## config.mk

```make
export PLATFORM = sky130hd
export DESIGN_NAME = dotted_date_parser_to_day_count_top
export DESIGN_NICKNAME = d
export VERILOG_FILES = /design/src/rtl/dpd_pkg.sv /design/src/rtl/dotted_date_parser_to_day_count_top.sv /design/src/rtl/dpd_front.sv /design/src/rtl/dpd_fifo.sv /design/src/rtl/dpd_back.sv
export SDC_FILE = /design/constraint.sdc
export NUM_CORES = 1
export LEC_CHECK = 0
export BUFFER_PORTS_ARGS = -buffer_cell sky130_fd_sc_hd__buf_4
export CAP_MARGIN = 5
export CORE_ASPECT_RATIO = 0.7
export CORE_MARGIN = 4
export CORE_UTILIZATION = 45
export DETAILED_ROUTE_END_ITERATION = 6
export PLACE_DENSITY = 0.62
export RECOVER_POWER = 100
export SYNTH_ARGS = -nofsm -noshare
export SYNTH_HDL_FRONTEND = slang
export SYNTH_SLANG_ARGS = --single-unit
```

## constraint.sdc

```tcl
create_clock -name clk -period 8.2 [get_ports clk]
set_clock_uncertainty 0.15 [all_clocks]
set_input_delay 0.82 -clock clk [delete_from_list [all_inputs] [get_ports clk]]
set_output_delay 0.82 -clock clk [all_outputs]
set_load 0.01 [all_outputs]
```

## src/rtl/dpd_pkg.sv

```systemverilog
// ----------------------------------------------------------------------------
// dpd_pkg
// Shared types, constants and calendar tables for the dotted date parser.
// ----------------------------------------------------------------------------
package dpd_pkg;

  // field widths of the result item
  localparam int TotalW   = 25;
  localparam int YearOutW = 16;
  localparam int MonthW   = 4;
  localparam int DayW     = 5;
  localparam int InDataW  = 8;
  localparam int OutDataW = 56;

  // defaults for the top level parameters
  localparam int YearBitsDefault  = 16;
  localparam int FifoDepthDefault = 4;

  // characters and arithmetic constants
  localparam logic [7:0] CharDot   = 8'h2E;
  localparam logic [7:0] CharZero  = 8'h30;
  localparam logic [7:0] CharNine  = 8'h39;
  localparam int         Ten       = 10;
  localparam int         DaysPerYear = 365;
  localparam logic [3:0] MonthMax  = 4'd12;
  localparam logic [3:0] MonthSat  = 4'd15;
  localparam logic [5:0] DaySat    = 6'd63;

  // parser phase
  typedef enum logic [1:0] {
    PH_YEAR,
    PH_MONTH,
    PH_DAY,
    PH_SKIP
  } phase_t;

  // how an open field is closed
  typedef enum logic [1:0] {
    END_DOT,
    END_OTHER,
    END_STRING
  } end_kind_t;

  // parsed fields beside the year, passed from the parser to the back end
  typedef struct packed {
    logic [MonthW-1:0] month;
    logic [DayW-1:0]   day;
    logic              ok;
  } date_fields_t;

  // common-year month length, month given as 1..12
  function automatic logic [DayW-1:0] month_len(input logic [MonthW-1:0] m);
    logic [DayW-1:0] r;
    case (m)
      4'd2:                      r = 5'd28;
      4'd4, 4'd6, 4'd9, 4'd11:   r = 5'd30;
      default:                   r = 5'd31;
    endcase
    return r;
  endfunction

  // days in the year before the first of month m
  function automatic logic [8:0] days_before(input logic [MonthW-1:0] m);
    logic [8:0] r;
    case (m)
      4'd2:    r = 9'd31;
      4'd3:    r = 9'd59;
      4'd4:    r = 9'd90;
      4'd5:    r = 9'd120;
      4'd6:    r = 9'd151;
      4'd7:    r = 9'd181;
      4'd8:    r = 9'd212;
      4'd9:    r = 9'd243;
      4'd10:   r = 9'd273;
      4'd11:   r = 9'd304;
      4'd12:   r = 9'd334;
      default: r = 9'd0;
    endcase
    return r;
  endfunction

endpackage

```

## src/rtl/dotted_date_parser_to_day_count_top.sv

```systemverilog
// ----------------------------------------------------------------------------
// dotted_date_parser_to_day_count_top
// Date text "YEAR[.MONTH[.DAY]]" in, one byte per item; day count out.
// ----------------------------------------------------------------------------
// Throughput: one text byte per cycle while the queue is not full; a result
//   item every cycle if strings are one byte long and the receiver is ready.
// Path: the record of the final byte passes the queue write, the multiply
//   stage and the output register in order, and can wait at each on a stall.
// Reset: rst clears the parser, the queue and both pipeline valids; the
//   block takes bytes in the first cycle after reset.
module dotted_date_parser_to_day_count_top
  import dpd_pkg::*;
#(
  parameter int YEAR_BITS  = YearBitsDefault,
  parameter int FIFO_DEPTH = FifoDepthDefault
) (
  input  logic                clk,
  input  logic                rst,
  input  logic                s_tvalid,
  output logic                s_tready,
  input  logic [InDataW-1:0]  s_tdata,   // [7:0] character
  input  logic                s_tlast,   // last byte of the string
  output logic                m_tvalid,
  input  logic                m_tready,
  output logic [OutDataW-1:0] m_tdata,   // [24:0] day_count, [40:25] year,
                                         // [44:41] month, [49:45] day, zero fill
  output logic                m_tuser    // ok
);

  localparam int RecW = YEAR_BITS + $bits(date_fields_t);

  logic                 accept;
  logic                 push;
  logic [YEAR_BITS-1:0] push_year;
  date_fields_t         push_fields;
  logic                 pop;
  logic                 q_full;
  logic                 q_empty;
  logic [RecW-1:0]      q_rd;
  logic [YEAR_BITS-1:0] q_year;
  date_fields_t         q_fields;

  // input handshake
  assign s_tready = !q_full;
  assign accept   = s_tvalid && s_tready;

  assign q_year   = q_rd[RecW-1 -: YEAR_BITS];
  assign q_fields = q_rd[$bits(date_fields_t)-1:0];

  dpd_front #(
    .YEAR_BITS (YEAR_BITS)
  ) u_front (
    .clk         (clk),
    .rst         (rst),
    .accept      (accept),
    .character   (s_tdata),
    .last        (s_tlast),
    .push        (push),
    .push_year   (push_year),
    .push_fields (push_fields)
  );

  dpd_fifo #(
    .WIDTH (RecW),
    .DEPTH (FIFO_DEPTH)
  ) u_fifo (
    .clk     (clk),
    .rst     (rst),
    .push    (push),
    .wr_data ({push_year, push_fields}),
    .pop     (pop),
    .rd_data (q_rd),
    .full    (q_full),
    .empty   (q_empty)
  );

  dpd_back #(
    .YEAR_BITS (YEAR_BITS)
  ) u_back (
    .clk      (clk),
    .rst      (rst),
    .q_empty  (q_empty),
    .q_year   (q_year),
    .q_fields (q_fields),
    .pop      (pop),
    .m_tvalid (m_tvalid),
    .m_tready (m_tready),
    .m_tdata  (m_tdata),
    .m_tuser  (m_tuser)
  );

endmodule

```

## src/rtl/dpd_front.sv

```systemverilog
// ----------------------------------------------------------------------------
// dpd_front
// Byte parser: accumulates year, month and day digits, checks separators
// and pushes one parsed record per string into the queue.
// ----------------------------------------------------------------------------
module dpd_front
  import dpd_pkg::*;
#(
  parameter int YEAR_BITS = YearBitsDefault
) (
  input  logic                 clk,
  input  logic                 rst,
  input  logic                 accept,
  input  logic [InDataW-1:0]   character,
  input  logic                 last,
  output logic                 push,
  output logic [YEAR_BITS-1:0] push_year,
  output date_fields_t         push_fields
);

  localparam int AccW = YEAR_BITS + 5;
  localparam logic [YEAR_BITS:0] YearLim = {1'b1, {YEAR_BITS{1'b0}}};

  typedef struct packed {
    phase_t             ph;
    logic [YEAR_BITS:0] ya;
    logic [3:0]         ma;
    logic [5:0]         da;
    logic               seen;
    logic [MonthW-1:0]  mk;
    logic [DayW-1:0]    dk;
    logic               fl;
  } pstate_t;

  localparam pstate_t StateInit = '{
    ph: PH_YEAR, ya: '0, ma: 4'd0, da: 6'd0, seen: 1'b0,
    mk: 4'd1, dk: 5'd1, fl: 1'b0
  };

  // field close: range check, keep the value, move on or give up
  function automatic pstate_t close_field(input pstate_t s, input end_kind_t kind);
    pstate_t r;
    r = s;
    case (s.ph)
      PH_YEAR: begin
        if (!s.seen || s.ya >= YearLim) begin
          r.ya = '0;
          r.mk = 4'd1;
          r.dk = 5'd1;
          r.fl = 1'b1;
          r.ph = PH_SKIP;
        end else if (kind == END_DOT) begin
          r.ph   = PH_MONTH;
          r.seen = 1'b0;
        end else if (kind == END_OTHER) begin
          r.fl = 1'b1;
          r.ph = PH_SKIP;
        end
      end
      PH_MONTH: begin
        if (!s.seen || s.ma == 4'd0 || s.ma > MonthMax) begin
          r.fl = 1'b1;
          r.ph = PH_SKIP;
        end else begin
          r.mk = s.ma;
          if (kind == END_DOT) begin
            r.ph   = PH_DAY;
            r.seen = 1'b0;
          end else if (kind == END_OTHER) begin
            r.fl = 1'b1;
            r.ph = PH_SKIP;
          end
        end
      end
      PH_DAY: begin
        if (!s.seen || s.da == 6'd0 || s.da > 6'(month_len(s.mk))) begin
          r.fl = 1'b1;
          r.ph = PH_SKIP;
        end else begin
          r.dk = s.da[DayW-1:0];
          if (kind != END_STRING) begin
            r.fl = 1'b1;
            r.ph = PH_SKIP;
          end
        end
      end
      default: ;
    endcase
    return r;
  endfunction

  pstate_t st;
  pstate_t st_next;
  pstate_t st_step;
  pstate_t st_end;

  logic             is_digit;
  logic [3:0]       digit;
  logic [AccW-1:0]  year_v;
  logic [7:0]       month_v;
  logic [9:0]       day_v;

  assign is_digit = character inside {[CharZero:CharNine]};
  assign digit    = character[3:0];
  assign year_v   = AccW'(st.ya) * AccW'(Ten) + AccW'(digit);
  assign month_v  = 8'(st.ma) * 8'(Ten) + 8'(digit);
  assign day_v    = 10'(st.da) * 10'(Ten) + 10'(digit);

  // one byte: digit accumulate or separator check
  always_comb begin
    st_step = st;
    if (st.ph != PH_SKIP) begin
      if (is_digit) begin
        st_step.seen = 1'b1;
        case (st.ph)
          PH_YEAR: begin
            if (st.ya >= YearLim || year_v > AccW'(YearLim)) begin
              st_step.ya = YearLim;
            end else begin
              st_step.ya = year_v[YEAR_BITS:0];
            end
          end
          PH_MONTH: begin
            st_step.ma = (month_v > 8'(MonthSat)) ? MonthSat : month_v[3:0];
          end
          default: begin
            st_step.da = (day_v > 10'(DaySat)) ? DaySat : day_v[5:0];
          end
        endcase
      end else begin
        st_step = close_field(st, (character == CharDot) ? END_DOT : END_OTHER);
      end
    end
  end

  // end of string closes the open field
  always_comb begin
    st_end = st_step;
    if (st_step.ph != PH_SKIP) begin
      st_end = close_field(st_step, END_STRING);
    end
  end

  // next state: back to the start after the final byte
  always_comb begin
    st_next = st;
    if (accept) begin
      st_next = last ? StateInit : st_step;
    end
  end

  // record for the queue
  always_comb begin
    push              = accept && last;
    push_year         = st_end.ya[YEAR_BITS-1:0];
    push_fields.month = st_end.mk;
    push_fields.day   = st_end.dk;
    push_fields.ok    = !st_end.fl;
  end

  always_ff @(posedge clk) begin
    if (rst) begin
      st <= StateInit;
    end else begin
      st <= st_next;
    end
  end

endmodule

```

## src/rtl/dpd_fifo.sv

```systemverilog
// ----------------------------------------------------------------------------
// dpd_fifo
// Small record queue between the parser and the day count back end.
// ----------------------------------------------------------------------------
module dpd_fifo
  import dpd_pkg::*;
#(
  parameter int WIDTH = 8,
  parameter int DEPTH = FifoDepthDefault
) (
  input  logic             clk,
  input  logic             rst,
  input  logic             push,
  input  logic [WIDTH-1:0] wr_data,
  input  logic             pop,
  output logic [WIDTH-1:0] rd_data,
  output logic             full,
  output logic             empty
);

  localparam int AW = (DEPTH > 1) ? $clog2(DEPTH) : 1;
  localparam int CW = $clog2(DEPTH + 1);

  logic [WIDTH-1:0] mem [DEPTH];
  logic [AW-1:0]    wr_ptr;
  logic [AW-1:0]    rd_ptr;
  logic [CW-1:0]    count;

  assign full    = (count == CW'(DEPTH));
  assign empty   = (count == '0);
  assign rd_data = mem[rd_ptr];

  // storage
  always_ff @(posedge clk) begin
    if (push) begin
      mem[wr_ptr] <= wr_data;
    end
  end

  // pointers and fill level
  always_ff @(posedge clk) begin
    if (rst) begin
      wr_ptr <= '0;
      rd_ptr <= '0;
      count  <= '0;
    end else begin
      if (push) begin
        wr_ptr <= (wr_ptr == AW'(DEPTH - 1)) ? '0 : wr_ptr + AW'(1);
      end
      if (pop) begin
        rd_ptr <= (rd_ptr == AW'(DEPTH - 1)) ? '0 : rd_ptr + AW'(1);
      end
      case ({push, pop})
        2'b10:   count <= count + CW'(1);
        2'b01:   count <= count - CW'(1);
        default: count <= count;
      endcase
    end
  end

endmodule

```

## src/rtl/dpd_back.sv

```systemverilog
// ----------------------------------------------------------------------------
// dpd_back
// Day count back end: year times 365 in one stage, the sum and the
// packed result item in the output register.
// ----------------------------------------------------------------------------
module dpd_back
  import dpd_pkg::*;
#(
  parameter int YEAR_BITS = YearBitsDefault
) (
  input  logic                 clk,
  input  logic                 rst,
  input  logic                 q_empty,
  input  logic [YEAR_BITS-1:0] q_year,
  input  date_fields_t         q_fields,
  output logic                 pop,
  output logic                 m_tvalid,
  input  logic                 m_tready,
  output logic [OutDataW-1:0]  m_tdata,
  output logic                 m_tuser
);

  localparam int ProdW = YEAR_BITS + 9;
  localparam int SumW  = (ProdW + 1 > TotalW) ? ProdW + 1 : TotalW;

  logic                 s1_valid;
  logic [ProdW-1:0]     s1_prod;
  logic [8:0]           s1_before;
  logic [YEAR_BITS-1:0] s1_year;
  date_fields_t         s1_fields;

  logic                 out_adv;
  logic                 s1_load;
  logic [SumW-1:0]      sum;

  // pipeline advance
  assign out_adv = !m_tvalid || m_tready;
  assign s1_load = !s1_valid || out_adv;
  assign pop     = s1_load && !q_empty;

  assign sum = SumW'(s1_prod) + SumW'(s1_before) + SumW'(s1_fields.day) - SumW'(1);

  // stage one control
  always_ff @(posedge clk) begin
    if (rst) begin
      s1_valid <= 1'b0;
    end else if (s1_load) begin
      s1_valid <= !q_empty;
    end
  end

  // stage one payload: constant multiply and month table
  always_ff @(posedge clk) begin
    if (pop) begin
      s1_prod   <= ProdW'(q_year) * ProdW'(DaysPerYear);
      s1_before <= days_before(q_fields.month);
      s1_year   <= q_year;
      s1_fields <= q_fields;
    end
  end

  // output register control
  always_ff @(posedge clk) begin
    if (rst) begin
      m_tvalid <= 1'b0;
    end else if (out_adv) begin
      m_tvalid <= s1_valid;
    end
  end

  // output register payload
  always_ff @(posedge clk) begin
    if (out_adv && s1_valid) begin
      m_tdata <= {6'd0, s1_fields.day, s1_fields.month,
                  YearOutW'(s1_year), TotalW'(sum)};
      m_tuser <= s1_fields.ok;
    end
  end

endmodule

```

==> metrics, run 1 <==
outcome=complete, but fails checks; failing checks=capacitance limit, slew limit; final worst-path cycle share=0.829; starting density of the core=0.459; Die X=242 µm; prevailing post-synth register cell=edfxtp_1; Via-to-Cell Ratio=5.57; largest net degree at the start of global routing=62; global-route wire length before repair=60,800 µm; Worst setup EP type=register; Routed WL=37,200 µm; Worst-path clk slew=0.07 ns; Post-synth ARST share=0; synthesized area=17,200 µm²; Detailed Place HPWL=27,700 µm; TritonCTS buffer count=28; critical path, cell by cell=mux4_2, ha_1, fa_1, inv_1, fa_1, fa_1, inv_1, ha_1, o21ai_0, o21bai_1, a21o_1, o41ai_1, o21ai_0, o41ai_1, nand4b_1, a211o_1, o2111ai_1; met1 global-route usage=0.282; die area=41,400 µm²; min cycle time layout=6.80 ns; Die Y=171 µm; IO buf count=65; most used cell, CP=fa_1; DR DRC count=0; syn_area_per_cell=11.3 µm²; sequential area share after synthesis=0.432; vias in the first global route=11,400; Cells after Synth=1,520; met3 Use GR=0.0351; Pre-Repair DR Iteration Count=7; DRT antenna net count=0; routed len/inst=17.8 µm; GP Congestion=0.876; Area after DPL=18,200 µm²; Crit-path slowest cell=dfxtp_2; CP top delay family=adder cells; gr usage total=0.181; P&R area growth vs syn=9.74%; worst hold path type=reg2reg; worst slew pin tran=3.71 ns; headroom to the max-slew limit=-1.48; CTS tree=built; synthesis-stage register bit count=264; RSZ-0062 raised after global routing=no; worst setup path class=reg2reg; Root Driver=clkbuf_16; EDFF count, synth=213; Yosys warnings=0; Slew Viols, Final=141; clk sinks=264; Max-cap violations=3; CTS H-Tree Depth=1; Netlist cell types=88; IO Pins=72; Final Cell Area=18,900 µm²; Max FO, Critical Path=26; met2 Use GR=0.267; Clock Tree Buf Depth=3; ant diodes=0; final setup violating endpoints=0; Skew-Pair Late Insertion Delay=0.56 ns; num rows=59; CP peak stage delay=0.95 ns; Core Region=37,400 µm²; Arr. time, crit path=6.94 ns; Hold-fix buffers, CTS=0; worst path buffer plus inverter count=2; fmax=147 MHz; fraction of layout cells with a size suffix above 1=0.0704; Final Hold Fails=0; CP startpoint kind=register; GRT Max-Usage Layer=met1; First DRT Iteration DRCs=1,056; Layout Nets=1,844; grt total ovfl=0; Critical Path RT=8.35 ns; Fin Setup TNS=0 ns; post-CTS sizing=0; initial antenna violation count=0; routed vias=11,700; Post-CTS Setup Inserts=0
[cells by family (layout without fill, tap and decap cells)]
| kind of cell | Yosys count | count (layout) | share of synthesized area |
|---|---|---|---|
| simple gates | 362 | 362 | 0.109 |
| xor+xnor | 61 | 61 | 0.0311 |
| fa+ha+maj | 247 | 247 | 0.208 |
| other cells | 1 | 6 | 0.000218 |
| mux | 37 | 37 | 0.0406 |
| flops | 264 | 264 | 0.432 |
| compound gates | 309 | 309 | 0.124 |
| buf+inv | 239 | 320 | 0.0550 |
[layer usage]
metal / share of wire / vias up
met4: 0.010 / 0
met3: 0.063 / 35
met2: 0.41 / 330
met5: 0 / -
met1: 0.52 / 5659
li1: - / 5649
[layout by cell type (no fill, tap or decap), drive strengths merged, types with 13 or more instances in the layout]
cell type,synthesis,final
a22oi,20,20
nor3,25,25
nor2b,20,20
nand2,60,60
nor2,116,116
xnor2,49,49
nand2b,18,18
mux4,26,26
a32oi,13,13
o21ai,59,59
buf,17,15
ha,182,182
a21oi,76,76
a21o,16,16
nand3,30,30
nand4,14,14
dfxtp,51,51
fa,65,65
edfxtp,213,213
inv,196,201
clkbuf,26,86
[Yosys cell counts (all sizes together), types with 20 or more instances]
master  instances  area [µm²]
a21oi          76         403
a22oi          20         150
clkbuf         26        97.6
dfxtp          51        1020
edfxtp        213        6400
fa             65        1300
ha            182        2280
inv           196         736
mux4           26         586
nand2          60         225
nand3          30         150
nor2          116         460
nor2b          20         125
nor3           25         125
o21ai          59         299
xnor2          49         429
[worst paths after layout]
path / startpoint / end / slack, ns / cells past startpoint
worst min register to register: u_back.s1_fields[6]$_DFFE_PP_ / u_back.m_tdata[41]$_DFFE_PP_ / 0.26 / 0
worst max register to register: register / u_back.s1_prod[24]$_DFFE_PP_ / 1.40 / 17
worst min-delay path: u_back.s1_fields[6]$_DFFE_PP_ / u_back.m_tdata[41]$_DFFE_PP_ / 0.26 / 0
worst max-delay path: register / u_back.s1_prod[24]$_DFFE_PP_ / 1.40 / 17
[state kept, by name (all words and copies together) (netlist names), named ones only]
register          cells
u_fifo.wr_ptr         2
u_back.s1_valid       1
u_back.s1_before      9
u_back.m_tuser        1
u_back.m_tvalid       1
u_back.s1_fields     10
u_fifo.rd_ptr         2
u_back.s1_prod       23
u_front.st           40
u_back.s1_year       16
u_back.m_tdata       50
u_fifo.mem          104
u_fifo.count          3
[worst reg2reg max path, stage by stage (launching register included)]
cell and delay, ns:
dfxtp_2 0.95, mux4_2 0.67, ha_1 0.40, fa_1 0.54, inv_1 0.05, fa_1 0.46
fa_1 0.55, inv_1 0.04, ha_1 0.33, o21ai_0 0.18, o21bai_1 0.12, a21o_1 0.20
o41ai_1 0.54, o21ai_0 0.27, o41ai_1 0.58, nand4b_1 0.24, a211o_1 0.14, o2111ai_1 0.10
[per-stage QoR]
stage | hold WS, ns | worst slack [ns] | utilization | instances
global route | 0.283 | 0.874 | 0.504 | 2094
floorplan | 0.250 | 1.94 | - | 1525
global placement | 0.255 | 1.51 | 0.485 | 2042
detailed placement | 0.257 | 1.40 | 0.485 | 2042
finish | 0.264 | 1.40 | 0.504 | 2094
CTS | 0.269 | 1.35 | 0.511 | 2094
[area by class of cell]
class | count | area [µm²]
Fill cell | 3398 | 18600
Multi-Input combinational cell | 1022 | 8800
Sequential cell | 264 | 7420
Inverter | 196 | 736
Clock buffer | 29 | 704
Tap cell | 488 | 611
Timing Repair Buffer | 72 | 330
Clock inverter | 23 | 263
Power of run 1 is left out: the tool's default activity adds up to more than one toggle a clock period on the data nets, which glitch-free logic cannot reach.
==> inputs of run 2 (changes only) <==
Clock period 8.2 ns to 6.56 ns, I/O delays scaled along.
==> run 2 against run 1 <==
The flow still finishes with violations (capacitance limit, slew limit). Register-to-register slack got worse by 1.0 ns. Maximum frequency rose by 10%. Non-clock buffer count rose by 4. Cell area barely moved. Sequential share of layout area barely moved. Die area did not move. Wire length rose by 1.1%. Global-route usage rose by 0.25 points. Hold slack improved by 0.0084 ns. Utilization barely moved. First-iteration DRC count fell by 3.6%. Via count rose by 0.87%. Highest routed layer unchanged.
==> metrics, run 2 (synthesized netlist as in run 1, its figures left out) <==
met2 WL=15,300 µm; Most flops, register=u_fifo.mem; min cycle time layout=6.17 ns; TritonCTS buffer count=28; most frequent cells in the layout=213 x edfxtp_1, 196 x inv_1, 182 x ha_1, 116 x nor2_1, 74 x a21oi_1; Root Driver=clkbuf_16; gr usage total=0.183; Arr. time, crit path=6.31 ns; Hold-fix buffers, CTS=0; Reg2Reg Depth=18; Routed WL=37,600 µm; Max-cap violations=4; failing checks=capacitance limit, slew limit; worst setup path class=reg2reg; WL met3=2600 µm; starting density of the core=0.459; ant diodes=0; Metal-1 WL=19,100 µm; Via-to-Cell Ratio=5.61; global-route wire length before repair=61,700 µm; GP Congestion=0.921; vias in the first global route=11,400; CP startpoint kind=register; Slew Viols, Final=168; initial antenna violation count=0; IO Pins=72; fraction of layout cells with a size suffix above 1=0.0708; CTS H-Tree Depth=1; post-CTS sizing=0; routed vias=11,800; Layout Nets=1,848; largest registers=u_fifo.mem: 104 flops, u_back.m_tdata: 50 flops, u_front.st: 40 flops; R2R Setup Slk=0.39 ns; Worst-path clk slew=0.06 ns; Fin Setup TNS=0 ns; Final Hold Fails=0; Worst setup EP type=register; worst slew pin tran=3.66 ns; worst-case hold path end point=u_back.m_tdata[39]$_DFFE_PP_; headroom to the max-slew limit=-1.44; hold_sp=u_back.s1_year[14]$_DFFE_PP_; Max FO, Critical Path=16; Reg-to-Reg End=u_back.s1_prod[24]$_DFFE_PP_; grt total ovfl=0; routed len/inst=17.9 µm; clk sinks=264; max reg flops=104; Core Region=37,400 µm²; Critical Path RT=6.70 ns; Pre-Repair DR Iteration Count=5; largest net degree at the start of global routing=62; leading cell type in the layout, fill and taps excluded=edfxtp_1; CTS tree=built; num rows=59; Die X=242 µm; Clock Tree Buf Depth=3; RSZ-0062 raised after global routing=no; Die Y=171 µm; fmax=162 MHz; final setup violating endpoints=0; Detailed Place HPWL=27,900 µm; P&R area growth vs syn=9.69%; DR DRC count=0; hold depth=0; DRT antenna net count=0; Post-CTS Setup Inserts=0; Skew-Pair Late Insertion Delay=0.55 ns; Fillers=3,328; IO buf count=65; outcome=complete, but fails checks; DR top layer=met4; final worst-path cycle share=0.941; die area=41,400 µm²; worst hold path type=reg2reg; First DRT Iteration DRCs=1,018
-- run 2: cell types whose count changed in the layout (fill, tap and decap cells not counted), sizes merged --
cell	change
bufinv	-2
clkbuf	+6
clkinv	+2
inv	-2
-- run 2: through the flow --
stage | area, µm² | std cells | hold WS [ns] | setup WS [ns] | utilization
2_1_floorplan | 17200 | 1525 | 0.250 | 0.296 | -
3_3_place_gp | 18200 | 2046 | 0.258 | 0.422 | 0.486
3_5_place_dp | 18200 | 2046 | 0.255 | 0.400 | 0.486
4_1_cts | 19100 | 2098 | 0.275 | 0.353 | 0.511
5_1_grt | 18800 | 2098 | 0.278 | 0.00795 | 0.504
6_report | 18800 | 2098 | 0.273 | 0.385 | 0.504
-- run 2: how the worst max path moves through the flow --
stage	from	endpoint	cells past startpoint
5_1_grt	register	u_back.s1_prod[24]$_DFFE_PP_	18
3_5_place_dp	register	u_back.s1_prod[24]$_DFFE_PP_	18
3_3_place_gp	register	u_back.s1_prod[24]$_DFFE_PP_	17
6_report	register	u_back.s1_prod[24]$_DFFE_PP_	18
2_1_floorplan	register	u_back.s1_prod[24]$_DFFE_PP_	18
4_1_cts	register	u_back.s1_prod[24]$_DFFE_PP_	18
-- run 2: per-layer routing --
layer	global-route usage	vias to the layer above
met1	0.289	5733
li1	-	5652
met2	0.268	347
met4	0.0282	0
met3	0.0340	43
met5	0	-
-- run 2: worst max-delay path: stages (launching register included) --
cell	delay, ns
dfxtp_2	0.66
mux4_2	0.62
ha_1	0.39
fa_1	0.53
inv_1	0.05
fa_1	0.46
fa_1	0.54
inv_1	0.05
ha_1	0.33
o21ai_0	0.17
o21bai_1	0.12
a21o_1	0.20
o41ai_1	0.51
o21ai_0	0.28
o41ai_1	0.29
buf_4	0.18
nand4b_1	0.15
a211o_1	0.14
o2111ai_1	0.10
-- run 2: cell type report --
type,instances,area (µm²),share of cell area
multi-input combinational,1022,8810,0.468
sequential,264,7420,0.394
inverter,196,736,0.0390
clock buffer,31,733,0.0389
tap,488,611,0.0324
timing repair buffer,76,345,0.0183
clock inverter,21,191,0.0102
Power of run 2 is left out for the same reason.
==> inputs of run 3 (changes only) <==
Settings changed: CORE_UTILIZATION 45 to 60, PLACE_DENSITY 0.62 to 0.79.
==> run 3 against run 2 <==
The flow still finishes with violations (capacitance limit, slew limit). Maximum frequency increased by 0.67%. Worst setup slack improved by 0.041 ns. Die area decreased by 24%. Register-to-register slack improved by 0.04 ns. Critical path depth unchanged. Hold slack got worse by 0.0053 ns. Global-route usage increased by 6.1 points. Sequential share of layout area increased by 0.24 points. Non-clock buffer count increased by 4.
==> metrics, run 3 (synthesized netlist as in run 1, its figures left out) <==
largest net degree at the start of global routing=62; Die Y=150 µm; fraction of layout cells with a size suffix above 1=0.0708; IO Pins=72; ant diodes=0; Slew Viols, Final=222; fmax=163 MHz; DR DRC count=0; Pre-Repair DR Iteration Count=6; failing checks=capacitance limit, slew limit; Worst setup EP type=register; CTS tree=built; CTS H-Tree Depth=1; DRT antenna net count=0; Most flops, register=u_fifo.mem; Skew-Pair Late Insertion Delay=0.54 ns; final setup violating endpoints=0; Arr. time, crit path=6.26 ns; global-route wire length before repair=62,200 µm; routed vias=12,100; First DRT Iteration DRCs=1,092; leading cell type in the layout, fill and taps excluded=edfxtp_1; initial antenna violation count=0; vias in the first global route=11,900; Reg-to-Reg End=u_back.s1_prod[24]$_DFFE_PP_; largest registers=u_fifo.mem: 104 flops, u_back.m_tdata: 50 flops, u_front.st: 40 flops; gr usage total=0.244; clk sinks=264; worst-case hold path end point=u_back.m_tdata[42]$_DFFE_PP_; IO buf count=65; worst setup path class=reg2reg; Max-cap violations=6; starting density of the core=0.613; worst slack, placed=0.236 ns; Clock Tree Buf Depth=3; Worst-path clk slew=0.06 ns; routed len/inst=19.1 µm; Detailed Place HPWL=27,400 µm; Root Driver=clkbuf_16; Core Region=28,000 µm²; R2R Setup Slk=0.43 ns; GP Congestion=0.906; CP startpoint kind=register; Reg2Reg Depth=18; worst slew pin tran=3.58 ns; Die X=210 µm; TritonCTS buffer count=26; final hold slack=0.268 ns; outcome=complete, but fails checks; num rows=51; Routed WL=37,800 µm; headroom to the max-slew limit=-1.38; worst hold path type=reg2reg; max reg flops=104; Multi-input gate area=8820 µm²; hold depth=0; final worst-path cycle share=0.935; die area=31,500 µm²; Register Area=7420 µm²; Final Hold Fails=0; RSZ-0062 raised after global routing=no; Via-to-Cell Ratio=6.10; Fin Setup TNS=0 ns; Fillers=2,072; P&R area growth vs syn=9.07%; PnR worst setup slack=0.426 ns; Critical Path RT=6.69 ns; most frequent cells in the layout=213 x edfxtp_1, 196 x inv_1, 182 x ha_1, 116 x nor2_1, 74 x a21oi_1; min cycle time layout=6.13 ns; Max FO, Critical Path=15; Layout Nets=1,850; grt total ovfl=0; hold_sp=u_back.s1_fields[7]$_DFFE_PP_
==> run 3: changes by cell type in the layout (fill, tap and decap cells not counted), moves of 2 or more <==
| cell | before | now |
|---|---|---|
| clkbuf_16 | 29 | 26 |
| clkinv_1 | 4 | 1 |
| clkinv_2 | 6 | 3 |
| inv_8 | 2 | 0 |
| clkbuf_1 | 62 | 68 |
| bufinv_16 | 2 | 6 |
==> run 3: through the flow <==
| stage | std cells | util | instance area (µm²) |
|---|---|---|---|
| after floorplan | 1525 | - | 17200 |
| after global placement | 1933 | 0.645 | 18100 |
| after detailed placement | 1933 | 0.645 | 18100 |
| after CTS | 1981 | 0.679 | 19000 |
| after global routing | 1981 | 0.669 | 18700 |
| final | 1981 | 0.669 | 18700 |
==> run 3: critical path, stage by stage, from the launching register on <==
cell       delay [ns]
dfxtp_4          0.53
mux4_2           0.59
ha_1             0.40
fa_1             0.54
inv_1            0.05
fa_1             0.46
fa_1             0.54
inv_1            0.05
ha_1             0.36
o21ai_0          0.18
o21bai_1         0.13
a21o_1           0.21
o41ai_2          0.42
o21ai_0          0.26
o41ai_1          0.37
clkbuf_1         0.21
nand4b_1         0.17
a211o_1          0.14
o2111ai_1        0.09
==> run 3: repair_timing <==
action	CTS	global route
setup buffers	0	0
endpoints found under the setup margin	0	2
resized for setup	0	3
hold buffers	0	0
==> run 3: routing by layer <==
metal / share of wire / track usage
met2: 0.44 / 0.380
met4: 0.019 / 0.0447
met3: 0.087 / 0.0530
met1: 0.45 / 0.360
met5: 0 / 0
==> run 3: how the worst max path moves through the flow <==
stage                   from                      endpoint  slack, ns  depth (start not counted)
floorplan           register  u_back.s1_prod[24]$_DFFE_PP_       0.30                         18
CTS                 register  u_back.s1_prod[24]$_DFFE_PP_       0.12                         20
global route        register  u_back.s1_prod[24]$_DFFE_PP_       0.11                         20
global placement    register  u_back.s1_prod[24]$_DFFE_PP_       0.50                         17
detailed placement  register  u_back.s1_prod[24]$_DFFE_PP_       0.24                         17
finish              register  u_back.s1_prod[24]$_DFFE_PP_       0.43                         18
==> run 3: layout make-up <==
| class | count | area share |
|---|---|---|
| repair buffers | 80 | 0.0192 |
| clock inverters | 18 | 0.0146 |
| well taps | 371 | 0.0248 |
| flip-flops and latches | 264 | 0.396 |
| multi-input cells | 1022 | 0.471 |
| clock buffers | 30 | 0.0355 |
| inverters | 196 | 0.0393 |
Power of run 3 is left out for the same reason.
